--- config.mk ---
export PLATFORM = sky130hd
export DESIGN_NAME = sgm_isqrt
export DESIGN_NICKNAME = d
export VERILOG_FILES = /design/src/rtl/sgm_pkg.sv /design/src/rtl/sgm_isqrt.sv
export SDC_FILE = /design/constraint.sdc
export NUM_CORES = 1
export LEC_CHECK = 0
export ABC_CLOCK_PERIOD_IN_PS = 5600
export BUFFER_PORTS_ARGS = -buffer_cell sky130_fd_sc_hd__buf_2
export CORE_ASPECT_RATIO = 0.5
export CORE_UTILIZATION = 29
export DETAILED_ROUTE_END_ITERATION = 8
export PLACE_DENSITY_LB_ADDON = 0.05
export SLEW_MARGIN = 10
export SYNTH_ARGS = -nofsm -noshare
export SYNTH_HDL_FRONTEND = slang
export SYNTH_SLANG_ARGS = --single-unit
--- constraint.sdc ---
create_clock -name clock -period 5.6 [get_ports clock]
set_clock_uncertainty 0.05 [all_clocks]
set_input_delay 1.68 -clock clock [delete_from_list [all_inputs] [get_ports clock]]
set_output_delay 1.68 -clock clock [all_outputs]
set_load 0.005 [all_outputs]
--- src/rtl/sgm_pkg.sv ---
// Shared types and constants for the Sobel gradient magnitude block.
package sgm_pkg;

   // Field widths
   localparam int SAMPLE_W = 8;                  // input intensity
   localparam int MAG_W    = 8;                  // magnitude result
   localparam int COORD_W  = 11;                 // centre column and row
   localparam int CSR_W    = 12;                 // configuration data
   localparam int CSR_IDX_W = 1;                 // configuration register index
   localparam int GRAD_W   = SAMPLE_W + 2;       // |gx|, |gy| after 1,2,1 weighting
   localparam int SQ_W     = 2 * GRAD_W + 1;     // gx^2 + gy^2
   localparam int RAD_W    = 2 * MAG_W;          // radicand below saturation
   localparam int REM_W    = MAG_W + 2;          // square root partial remainder

   // Register indexes
   localparam logic [CSR_IDX_W-1:0] REG_LINE_LENGTH = 1'b0;
   localparam logic [CSR_IDX_W-1:0] REG_FRAME_LINES = 1'b1;

   // Reset values and limits
   localparam logic [CSR_W-1:0] LINE_RESET  = 12'd1280;
   localparam logic [CSR_W-1:0] FRAME_RESET = 12'd720;
   localparam logic [CSR_W-1:0] FRAME_MAX   = 12'd2048;
   localparam int               SPAN_MIN    = 3;   // smallest line or frame
   localparam int               BORDER      = 2;   // first index that completes a window

   // Position and frame marker that travel with a result
   typedef struct packed {
      logic               frame_end;
      logic [COORD_W-1:0] row;
      logic [COORD_W-1:0] col;
   } meta_type;

   // Request into the square root pipeline
   typedef struct packed {
      logic             sat;
      logic [RAD_W-1:0] value;
      meta_type         meta;
   } sq_req_type;

endpackage

--- src/rtl/sgm_isqrt.sv ---
// Pipelined floor square root with saturation, one result bit per stage.
module sgm_isqrt (
   input  logic                  clock,
   input  logic                  reset,
   input  logic                  in_valid,
   output logic                  in_ready,
   input  sgm_pkg::sq_req_type   in_data,
   output logic                  out_valid,
   input  logic                  out_ready,
   output logic [sgm_pkg::MAG_W-1:0] out_mag,
   output sgm_pkg::meta_type     out_meta
);
   import sgm_pkg::*;

   localparam int STAGES = MAG_W;

   typedef struct packed {
      logic             sat;
      logic [RAD_W-1:0] value;
      logic [REM_W-1:0] rem;
      logic [MAG_W-1:0] root;
      meta_type         meta;
   } stage_type;

   // One digit of the restoring square root: bring down two bits, try 4*root+1
   function automatic stage_type sqrt_step(input stage_type s);
      stage_type        n;
      logic [REM_W+1:0] cur;
      logic [REM_W+1:0] trial;
      n     = s;
      cur   = {s.rem, s.value[RAD_W-1 -: 2]};
      trial = (REM_W + 2)'({s.root, 2'b01});
      n.value = s.value << 2;
      if (cur >= trial) begin
         n.rem  = REM_W'(cur - trial);
         n.root = {s.root[MAG_W-2:0], 1'b1};
      end else begin
         n.rem  = REM_W'(cur);
         n.root = {s.root[MAG_W-2:0], 1'b0};
      end
      return n;
   endfunction

   logic      valid_ff [STAGES];
   stage_type stage_ff [STAGES];
   stage_type stage_in [STAGES];
   logic      rdy      [STAGES];
   stage_type head;

   // Seed the first stage from the request
   always_comb begin
      head.sat   = in_data.sat;
      head.value = in_data.value;
      head.rem   = '0;
      head.root  = '0;
      head.meta  = in_data.meta;
   end

   // Advance a stage when it is empty or its successor moves
   always_comb begin
      rdy[STAGES-1] = !valid_ff[STAGES-1] || out_ready;
      for (int k = STAGES - 2; k >= 0; k--) begin
         rdy[k] = !valid_ff[k] || rdy[k+1];
      end
   end

   always_comb begin
      stage_in[0] = sqrt_step(head);
      for (int k = 1; k < STAGES; k++) begin
         stage_in[k] = sqrt_step(stage_ff[k-1]);
      end
   end

   always_ff @(posedge clock) begin
      if (reset) begin
         for (int k = 0; k < STAGES; k++) begin
            valid_ff[k] <= 1'b0;
         end
      end else begin
         if (rdy[0]) begin
            valid_ff[0] <= in_valid;
         end
         for (int k = 1; k < STAGES; k++) begin
            if (rdy[k]) begin
               valid_ff[k] <= valid_ff[k-1];
            end
         end
      end
   end

   always_ff @(posedge clock) begin
      for (int k = 0; k < STAGES; k++) begin
         if (rdy[k]) begin
            stage_ff[k] <= stage_in[k];
         end
      end
   end

   assign in_ready  = rdy[0];
   assign out_valid = valid_ff[STAGES-1];
   assign out_mag   = stage_ff[STAGES-1].sat ? {MAG_W{1'b1}} : stage_ff[STAGES-1].root;
   assign out_meta  = stage_ff[STAGES-1].meta;

endmodule

==> impl_results.md, run 1 <==
- Status: completed
- Endpoints failing hold: 0
- Initial antenna violation count: 0
- Clock tree buffer depth: 3
- Adder-Cell Fraction of Synth Area: ~3.9%
- Critical Path, Cell by Cell: buf_2 -> and4b_1 -> and3_1 -> and3_1 -> nand2_2 -> buf_2
- # rows: 55
- Die ar.: about 0.048 mm^2
- Mux cell area share after synthesis: under 10%
- P&R area growth vs syn: 16.1%
- Leakage power: about 6 nW
- Kind of critical path: in -> out
- Hold path depth: 0
- Vias per cell: 4.04
- Total Nets Final: about 950
- Resize count post-CTS: 0
- Final TNS setup: 0 ns
- Achievable frequency: about 210 MHz
- CTS H-Tree Depth: 2
- Post-Syn Instances: ~770
- Syn_nets: roughly 850
- Post-synthesis compound-gate area fraction: approximately 3.8%
- Post-Synth XOR/XNOR Area: under 10%
- Hold_buf cts: 0
- Commonest register cell after synthesis: edfxtp_1
- Remaining Overflow, GRT: 0
- Core Footprint: between 0.04 and 0.05 mm^2
- DIE WIDTH: 308 um
- Largest net degree at the start of global routing: 48
- GR Util All Layers: under 10%
- Hold_ws: about 0.36 ns
- Largest family of logic cells by synthesized area: simple AND/OR/NAND/NOR gates
- First-pass GRT wire length: 34.9 mm
- Number of diodes: 0
- Die height: about 150 um
- Worst-path clk slew: 0.06 ns
- Fillcell total: about 4,300
- Clk sinks: 355
- Seq cells post-synth: around 360
- Drt wl/cell: between 10 and 15 um
- FFs w/ async S/R, synth: 0%
- Initial Util: ~30%
- Relative slew slack: between 20 and 30%
- Commonest cells after routing, fill and taps aside: edfxtp_1, buf_2, inv_1
- Clk root buf: clkbuf_16
- Synth Area in Simple Gates: 6.32%
- Setup Buffers After CTS: 0
- Post-route setup slack: slightly below 0.8 ns
- Hold/Removal Path Class: reg -> reg
- Max Transition Viols Final: 0
- Commonest non-fill, non-tap cell in the layout: edfxtp_1
- CP Data Arrival Time: just over 3 ns
- DRC: 0
- Unrepaired setup endpoints after global routing: no
- Pre-antenna DRT Iters: 4
- Synth warn: 0
- Clk_lat worst skew: approximately 0.52 ns
- Final setup fails: 0
- Layout cells sized above 1: around 20%
- VDD IR max: between 0.2 and 0.25 mV
- Min Clock Period, post-route: 4.82 ns
- CTS Buf Count: 36
- Mapped cell area: 0.0135 mm^2
- I/O pin total: 77
- Register area share after synthesis: 78.8%
- Worst stage delay on the critical path: 0.37 ns
- Final period util: 86.0%
- Mapped Avg Cell Area: approximately 18 um^2
- Via Count: slightly above 6,000
- Pwr Density: approximately 400 mW/mm^2
- Startpoint Class: input pin
- Worst path slowest cell: and4b_1
- Worst slew pin tran: 1.07 ns
- Maxcap violations: 0
- DRT iter0 DRCs: roughly 300
- Post-synth EDFFs: roughly 360
- Detailed Route WL: ~22 mm
- Vias in the first global route: roughly 6,300
- CTS tree: yes
- Antenna viol nets, final: 0
- Reg2Reg Depth: 7
- Synth cell types: 56
- I/O Buffers: 76
- Crit. End Element: output pin
- Placer Congestion: between 0.7 and 0.8
- Worst EP required: between 3 and 4 ns
- Critical-path maximum fanout: 5
- Half-perimeter wire length after placement: 14.7 mm
- Pre-CTS setup slack: roughly 0.74 ns
## synthesized netlist by cell type, drive strengths merged (2+ instances only)
| cell type | number | share of area, % |
|---|---|---|
| a211oi | 4 | 0.22 |
| nand3b | 2 | 0.11 |
| or2 | 14 | 0.65 |
| nand2 | 24 | 0.68 |
| o2111ai | 3 | 0.19 |
| a21o | 2 | 0.11 |
| mux2i | 5 | 0.37 |
| nor2 | 33 | 1.0 |
| ha | 42 | 3.9 |
| o21ai | 21 | 0.78 |
| o21a | 9 | 0.50 |
| clkbuf | 2 | 0.055 |
| or4 | 7 | 0.44 |
| nand2b | 10 | 0.46 |
| or3b | 2 | 0.15 |
| nand3 | 7 | 0.30 |
| and3b | 4 | 0.26 |
| and4b | 2 | 0.15 |
| nor3b | 5 | 0.31 |
| buf | 26 | 1.5 |
| edfxtp | 355 | 79 |
| xor2 | 8 | 0.52 |
| a41o | 2 | 0.15 |
| xnor2 | 22 | 1.4 |
| inv | 58 | 1.6 |
| and3 | 4 | 0.18 |
| o31ai | 4 | 0.22 |
| nor4 | 8 | 0.37 |
| nor3 | 12 | 0.44 |
| a21oi | 24 | 0.92 |
| o211ai | 4 | 0.22 |
| or3 | 2 | 0.092 |
| mux2 | 18 | 1.7 |
| nor2b | 10 | 0.46 |
## where the power goes
group	internal, W	total, W	switching, W
Combinational	0.000302	0.000585	0.000283
Clock	0.00142	0.00238	0.000966
Sequential	0.00323	0.00336	0.000132
## cell type report
type                            instances  area, um^2  share of cell area (%)
Sequential cell                       355       10700                    67.9
Multi-Input combinational cell        325        2460                    15.6
Clock buffer                           44         973                    6.20
Tap cell                              627         785                    4.99
Timing Repair Buffer                   83         433                    2.76
Inverter                               58         218                    1.39
Clock inverter                         16         183                    1.16
## state kept, by name, indices dropped and copies added (netlist names)
register,cells
stage_ff,347
valid_ff,8
## worst paths after layout
path	from	slack [ns]	endpoint
worst max-delay path	out_ready	0.78	in_ready
worst min-delay path	stage_ff[0][180]$_DFFE_PP_	0.36	stage_ff[1][12]$_DFFE_PP_
worst max register to register	stage_ff[0][135]$_DFFE_PP_	2.86	stage_ff[0][201]$_DFFE_PP_
worst min register to register	stage_ff[0][180]$_DFFE_PP_	0.36	stage_ff[1][12]$_DFFE_PP_
## routing by layer
layer  part of all wire, %  GRT usage [%]  routed length [um]
met5                     0              0                   0
met4                   2.4           3.25                 522
met3                   4.2           2.52                 934
met2                    47           15.5               10200
met1                    47           12.2               10300
## metrics by stage
step	std cells	total power [W]	util (%)	cell area, um^2
after floorplan	766	0.00384	-	13500
after global placement	1448	0.00400	31.9	14600
after detailed placement	1448	0.00401	31.9	14600
after CTS	1508	0.00645	34.4	15700
after global routing	1508	0.00664	34.4	15700
final	1508	0.00633	34.4	15700
## logic make-up after synthesis
family          count (synthesis)
other cells                     1
buf+inv                        86
fa+ha+maj                      42
flops                         355
simple gates                  149
xor+xnor                       30
compound gates                 80
mux                            23
## worst max-delay path: cells and delay by family
family / cells / cell delay [ns]
buf+inv: 2 / 0.24
simple gates: 4 / 1.16
No activity file was read; power rests on OpenSTA's default activity.
==> inputs of run 2 (changes only) <==
--- a/config.mk
+++ b/config.mk
@@ -5,13 +5,13 @@
 export SDC_FILE = /design/constraint.sdc
 export NUM_CORES = 1
 export LEC_CHECK = 0
-export ABC_CLOCK_PERIOD_IN_PS = 5600
+export ABC_CLOCK_PERIOD_IN_PS = 5000
 export BUFFER_PORTS_ARGS = -buffer_cell sky130_fd_sc_hd__buf_2
 export CORE_ASPECT_RATIO = 0.5
-export CORE_UTILIZATION = 29
+export CORE_UTILIZATION = 60
 export DETAILED_ROUTE_END_ITERATION = 8
 export PLACE_DENSITY_LB_ADDON = 0.05
-export SLEW_MARGIN = 10
+export SLEW_MARGIN = 5
 export SYNTH_ARGS = -nofsm -noshare
 export SYNTH_HDL_FRONTEND = slang
 export SYNTH_SLANG_ARGS = --single-unit
==> constraint.sdc (replaced) <==
create_clock -name clock -period 5 [get_ports clock]
set_clock_uncertainty 0.05 [all_clocks]
set_input_delay 1.5 -clock clock [delete_from_list [all_inputs] [get_ports clock]]
set_output_delay 1.5 -clock clock [all_outputs]
set_load 0.005 [all_outputs]
==> impl_results.md, run 2 (same netlist as run 1, synthesis figures left out) <==
- Status: completed (unchanged)
- CTS Buf Count: 29 (was 36)
- I/O Buffers: 76 (unchanged)
- Startpoint Class: input pin (unchanged)
- Achievable frequency: about 230 MHz
- Clock tree buffer depth: 3 (unchanged)
- CP Data Arrival Time: 2.85 ns (was 3.09 ns)
- Clk_lat worst skew: 0.55 ns (was 0.52 ns)
- Layout cells sized above 1: 19.6% (was 20.2%)
- Pwr Density: 435 mW/mm^2 (was 403 mW/mm^2)
- Maxcap violations: 0 (unchanged)
- CTS H-Tree Depth: 1 (was 2)
- Via Count: 6,081 (was 6,088)
- Endpoints failing hold: 0 (unchanged)
- Detailed Route WL: 17.8 mm (was 22.0 mm)
- Hold_buf cts: 0 (unchanged)
- Hold Path End: stage_ff[1][50]$_DFFE_PP_ (was stage_ff[1][12]$_DFFE_PP_)
- Critical Path, Cell by Cell: buf_2 -> and4b_1 -> and3_1 -> and3_1 -> nand2_2 -> buf_2 (unchanged)
- Min Clock Period, post-route: ~4.4 ns
- Die height: 108 um (was 155 um)
- Hold_ws: 0.362 ns (was 0.358 ns)
- Relative slew slack: 23.4% (was 28.6%)
- DIE WIDTH: 214 um (was 308 um)
- Vias in the first global route: 5,927 (was 6,320)
- Antenna viol nets, final: 0 (unchanged)
- Worst path slowest cell: and4b_1 (unchanged)
- R2r endpoint: stage_ff[1][40]$_DFFE_PP_ (was stage_ff[0][201]$_DFFE_PP_)
- VDD IR max: 0.335 mV (was 0.202 mV)
- Remaining Overflow, GRT: 0 (unchanged)
- Max reg flops: 347 (unchanged)
- # rows: 38 (was 55)
- Hold path depth: 0 (unchanged)
- Max Transition Viols Final: 0 (unchanged)
- Worst EP required: 3.45 ns (was 3.87 ns)
- Clk root buf: clkbuf_16 (unchanged)
- Kind of critical path: in -> out (unchanged)
- Crit. End Element: output pin (unchanged)
- DRT iter0 DRCs: 359 (was 295)
- Post-route setup slack: 0.602 ns (was 0.784 ns)
- DRC: 0 (unchanged)
- Total Nets Final: 937 (was 945)
- Initial antenna violation count: 0 (unchanged)
- CTS tree: yes (unchanged)
- Hold/Removal Path Class: reg -> reg (unchanged)
- Final period util: slightly below 90%
- I/O pin total: 77 (unchanged)
- Top Registers: stage_ff: 347 flops, valid_ff: 8 flops (unchanged)
- Number of diodes: 0 (unchanged)
- Unrepaired setup endpoints after global routing: no (unchanged)
- Leakage power: 5.85 nW (was 5.99 nW)
- Final TNS setup: 0 ns (unchanged)
- Die ar.: 0.0232 mm^2 (was 0.0476 mm^2)
- Placer Congestion: 0.823 (was 0.786)
- Largest register by flop count: stage_ff (unchanged)
- Clk sinks: 355 (unchanged)
- Hold Startpoint: stage_ff[0][216]$_DFFE_PP_ (was stage_ff[0][180]$_DFFE_PP_)
- Drt wl/cell: 15.2 um (was 14.6 um)
- Setup Buffers After CTS: 0 (unchanged)
- Half-perimeter wire length after placement: 12.0 mm (was 14.7 mm)
- Fillcell total: 1,441 (was 4,335)
- R2r startpoint: stage_ff[0][199]$_DFFE_PP_ (was stage_ff[0][135]$_DFFE_PP_)
- Reg2Reg Depth: 6 (was 7)
- Final setup fails: 0 (unchanged)
- Register-to-Register Setup Slack: 2.34 ns (was 2.86 ns)
- Pre-CTS setup slack: 0.611 ns (was 0.742 ns)
- Worst stage delay on the critical path: 0.35 ns (was 0.37 ns)
- Core Footprint: 0.0219 mm^2 (was 0.0456 mm^2)
- Pre-antenna DRT Iters: 4 (unchanged)
- Initial Util: 61.9% (was 29.7%)
- Worst slew pin tran: 1.15 ns (was 1.07 ns)
- First-pass GRT wire length: 28.8 mm (was 34.9 mm)
- P&R area growth vs syn: 11.0% (was 16.1%)
- Resize count post-CTS: 0 (unchanged)
- Critical-path maximum fanout: 5 (unchanged)
- Largest net degree at the start of global routing: 49 (was 48)
- Commonest non-fill, non-tap cell in the layout: edfxtp_1 (unchanged)
- GR Util All Layers: 16.0% (was 9.48%)
- Vias per cell: 5.19 (was 4.04)
- Worst-path clk slew: 0.07 ns (was 0.06 ns)
- Commonest cells after routing, fill and taps aside: edfxtp_1, buf_2, inv_1 (unchanged)
-- run 2: cell count changes in the layout (fill, tap and decap cells not counted), sizes merged --
cell / delta
clkinv: -1
clkbuf: -10
inv: +2
bufinv: -2
clkinvlp: +3
buf: -1
-- run 2: how the worst max path moves through the flow --
stage          endpoint  startpoint
2_1_floorplan  in_ready   out_ready
3_3_place_gp   in_ready   out_ready
3_5_place_dp   in_ready   out_ready
4_1_cts        in_ready   out_ready
5_1_grt        in_ready   out_ready
6_report       in_ready   out_ready
-- run 2: per-stage QoR --
stage | util, % | cell area (um^2) | power [W] | cells
after global routing | 68.7 | 15000 | 0.00683 | 1172
final | 68.7 | 15000 | 0.00654 | 1172
after CTS | 68.7 | 15000 | 0.00661 | 1172
after global placement | 64.6 | 14100 | 0.00443 | 1120
after floorplan | - | 13500 | 0.00430 | 766
after detailed placement | 64.6 | 14100 | 0.00447 | 1120
-- run 2: power breakdown --
part	internal [W]	switching (W)
clock	0.00117	0.000965
sequential	0.00362	0.000137
combinational	0.000337	0.000311
-- run 2: critical path: cells and delay by family --
kind                   cells  cell delay (ns)
buffers and inverters      2             0.25
and+or+nand+nor            4             1.09
-- run 2: area by class of cell --
| cell class | instances | area [um^2] | share of cell area, % |
|---|---|---|---|
| Clock buffer | 34 | 744 | 4.95 |
| Clock inverter | 18 | 148 | 0.983 |
| Inverter | 58 | 218 | 1.45 |
| Multi-Input combinational cell | 325 | 2460 | 16.3 |
| Sequential cell | 355 | 10700 | 70.9 |
| Tap cell | 300 | 375 | 2.50 |
| Timing Repair Buffer | 82 | 425 | 2.83 |
-- run 2: per-layer routing --
metal	GRT usage [%]	part of all wire, %	vias up
met2	27.9	50	91
li1	-	-	3033
met5	0	0	-
met3	3.71	4.3	32
met1	20.4	44	2925
met4	4.39	1.7	0
==> inputs of run 3 (changes only) <==
--- a/config.mk
+++ b/config.mk
@@ -5,7 +5,7 @@
 export SDC_FILE = /design/constraint.sdc
 export NUM_CORES = 1
 export LEC_CHECK = 0
-export ABC_CLOCK_PERIOD_IN_PS = 5000
+export ABC_CLOCK_PERIOD_IN_PS = 5400
 export BUFFER_PORTS_ARGS = -buffer_cell sky130_fd_sc_hd__buf_2
 export CORE_ASPECT_RATIO = 0.5
 export CORE_UTILIZATION = 60
==> constraint.sdc (replaced) <==
create_clock -name clock -period 5.4 [get_ports clock]
set_clock_uncertainty 0.05 [all_clocks]
set_input_delay 1.62 -clock clock [delete_from_list [all_inputs] [get_ports clock]]
set_output_delay 1.62 -clock clock [all_outputs]
set_load 0.005 [all_outputs]
==> impl_results.md, run 3 (same netlist as run 1, synthesis figures left out) <==
- Layout cells sized above 1: 19.4% (was 19.6%)
- Commonest non-fill, non-tap cell in the layout: edfxtp_1 (unchanged)
- Max Transition Viols Final: 0 (unchanged)
- Post-route setup slack: 0.753 ns (was 0.602 ns)
- DRC: 0 (unchanged)
- Half-perimeter wire length after placement: 11.9 mm (was 12.0 mm)
- Final period util: approximately 86%
- Status: completed (unchanged)
- First-pass GRT wire length: 28.8 mm (about the same)
- Largest net degree at the start of global routing: 49 (unchanged)
- Critical-path maximum fanout: 5 (unchanged)
- R2r startpoint: stage_ff[0][199]$_DFFE_PP_ (unchanged)
- R2r endpoint: stage_ff[1][40]$_DFFE_PP_ (unchanged)
- Resize count post-CTS: 0 (unchanged)
- DIE WIDTH: 214 um (unchanged)
- Register-to-Register Setup Slack: 2.72 ns (was 2.34 ns)
- Final setup fails: 0 (unchanged)
- Achievable frequency: 215 MHz
- Vias in the first global route: 5,928 (was 5,927)
- Hold Startpoint: stage_ff[0][134]$_DFFE_PP_ (was stage_ff[0][216]$_DFFE_PP_)
- Top Registers: stage_ff: 347 flops, valid_ff: 8 flops (unchanged)
- I/O Buffers: 76 (unchanged)
- Vias per cell: 5.16 (was 5.19)
- Relative slew slack: 27.4% (was 23.4%)
- VDD IR max: 0.343 mV (was 0.335 mV)
- CTS Buf Count: 29 (unchanged)
- Clk sinks: 355 (unchanged)
- P&R area growth vs syn: 11.1% (was 11.0%)
- Largest register by flop count: stage_ff (unchanged)
- Final TNS setup: 0 ns (unchanged)
- Clk root buf: clkbuf_16 (unchanged)
- Pre-antenna DRT Iters: 4 (unchanged)
- Commonest cells after routing, fill and taps aside: edfxtp_1, buf_2, inv_1 (unchanged)
- Hold path depth: 0 (unchanged)
- Kind of critical path: in -> out (unchanged)
- Min Clock Period, post-route: roughly 4.6 ns
- Clk_lat worst skew: 0.55 ns (about the same)
- Leakage power: 5.87 nW (was 5.85 nW)
- Worst EP required: 3.73 ns (was 3.45 ns)
- Pwr Density: 408 mW/mm^2 (was 435 mW/mm^2)
- Pre-CTS setup slack: 0.752 ns (was 0.611 ns)
- GR Util All Layers: 15.9% (was 16.0%)
- Placer Congestion: 0.850 (was 0.823)
- Initial antenna violation count: 1 (was 0)
- # rows: 38 (unchanged)
- Fin area: 0.0150 mm^2 (about the same)
- Via Count: 6,045 (was 6,081)
- Endpoints failing hold: 0 (unchanged)
- CTS tree: yes (unchanged)
- Max reg flops: 347 (unchanged)
- Unrepaired setup endpoints after global routing: no (unchanged)
- Clock tree buffer depth: 3 (unchanged)
- Reg2Reg Depth: 6 (unchanged)
- Hold_ws: 0.364 ns (was 0.362 ns)
- Setup Buffers After CTS: 0 (unchanged)
- Antenna viol nets, final: 0 (unchanged)
- I/O pin total: 77 (unchanged)
- Total Nets Final: 935 (was 937)
- Hold/Removal Path Class: reg -> reg (unchanged)
- Hold_buf cts: 0 (unchanged)
- Detailed Route WL: 18.0 mm (was 17.8 mm)
- DRT iter0 DRCs: 294 (was 359)
- Fin util: 68.8% (was 68.7%)
- Core Footprint: 0.0219 mm^2 (unchanged)
- Remaining Overflow, GRT: 0 (unchanged)
- Die height: 108 um (unchanged)
- Worst slew pin tran: 1.08 ns (was 1.15 ns)
- Area post-placement: 0.0141 mm^2 (about the same)
- Die ar.: 0.0232 mm^2 (unchanged)
- CTS H-Tree Depth: 1 (unchanged)
- Hold Path End: stage_ff[0][190]$_DFFE_PP_ (was stage_ff[1][50]$_DFFE_PP_)
- Worst-path clk slew: 0.07 ns (about the same)
- Initial Util: 61.9% (unchanged)
- Drt wl/cell: 15.4 um (was 15.2 um)
- CP Data Arrival Time: 2.98 ns (was 2.85 ns)
- Crit. End Element: output pin (unchanged)
- Maxcap violations: 0 (unchanged)
- Startpoint Class: input pin (unchanged)
[run 3: layout make-up]
cell class	count	area [um^2]
clock inverters	16	164
multi-input cells	325	2460
clock buffers	37	756
repair buffers	80	410
inverters	58	218
diodes	1	2.50
fillers	1428	6830
flip-flops and latches	355	10700
well taps	300	375
[run 3: routing by layer]
layer | global-route usage [%] | vias to the layer above | wire [um]
met5 | 0 | - | 0
met4 | 4.69 | 0 | 303
met3 | 3.88 | 32 | 833
met2 | 27.4 | 112 | 8710
met1 | 20.5 | 2879 | 8180
li1 | - | 3022 | -
[run 3: report_power, final]
group	leakage (nW)	internal, W	switching, W	total, W
combinational	1.72	0.000313	0.000297	0.000610
clock	0.448	0.00114	0.000911	0.00205
sequential	3.70	0.00335	0.000127	0.00347
total	5.87	0.00480	0.00133	0.00613
[run 3: critical path: stages]
cell and delay (ns):
buf_2 0.11, and4b_1 0.35, and3_1 0.31, and3_1 0.31, nand2_2 0.14, buf_2 0.15
[run 3: how the worst max path moves through the flow]
stage	start	endpoint	cells past startpoint
after detailed placement	out_ready	in_ready	6
after floorplan	out_ready	in_ready	4
after global placement	out_ready	in_ready	6
after global routing	out_ready	in_ready	6
final	out_ready	in_ready	6
after CTS	out_ready	in_ready	6
[run 3: metrics by stage]
| stage | std cells | total power [W] |
|---|---|---|
| 2_1_floorplan | 766 | 0.00398 |
| 3_3_place_gp | 1118 | 0.00410 |
| 3_5_place_dp | 1118 | 0.00414 |
| 4_1_cts | 1171 | 0.00618 |
| 5_1_grt | 1172 | 0.00639 |
| 6_report | 1172 | 0.00613 |
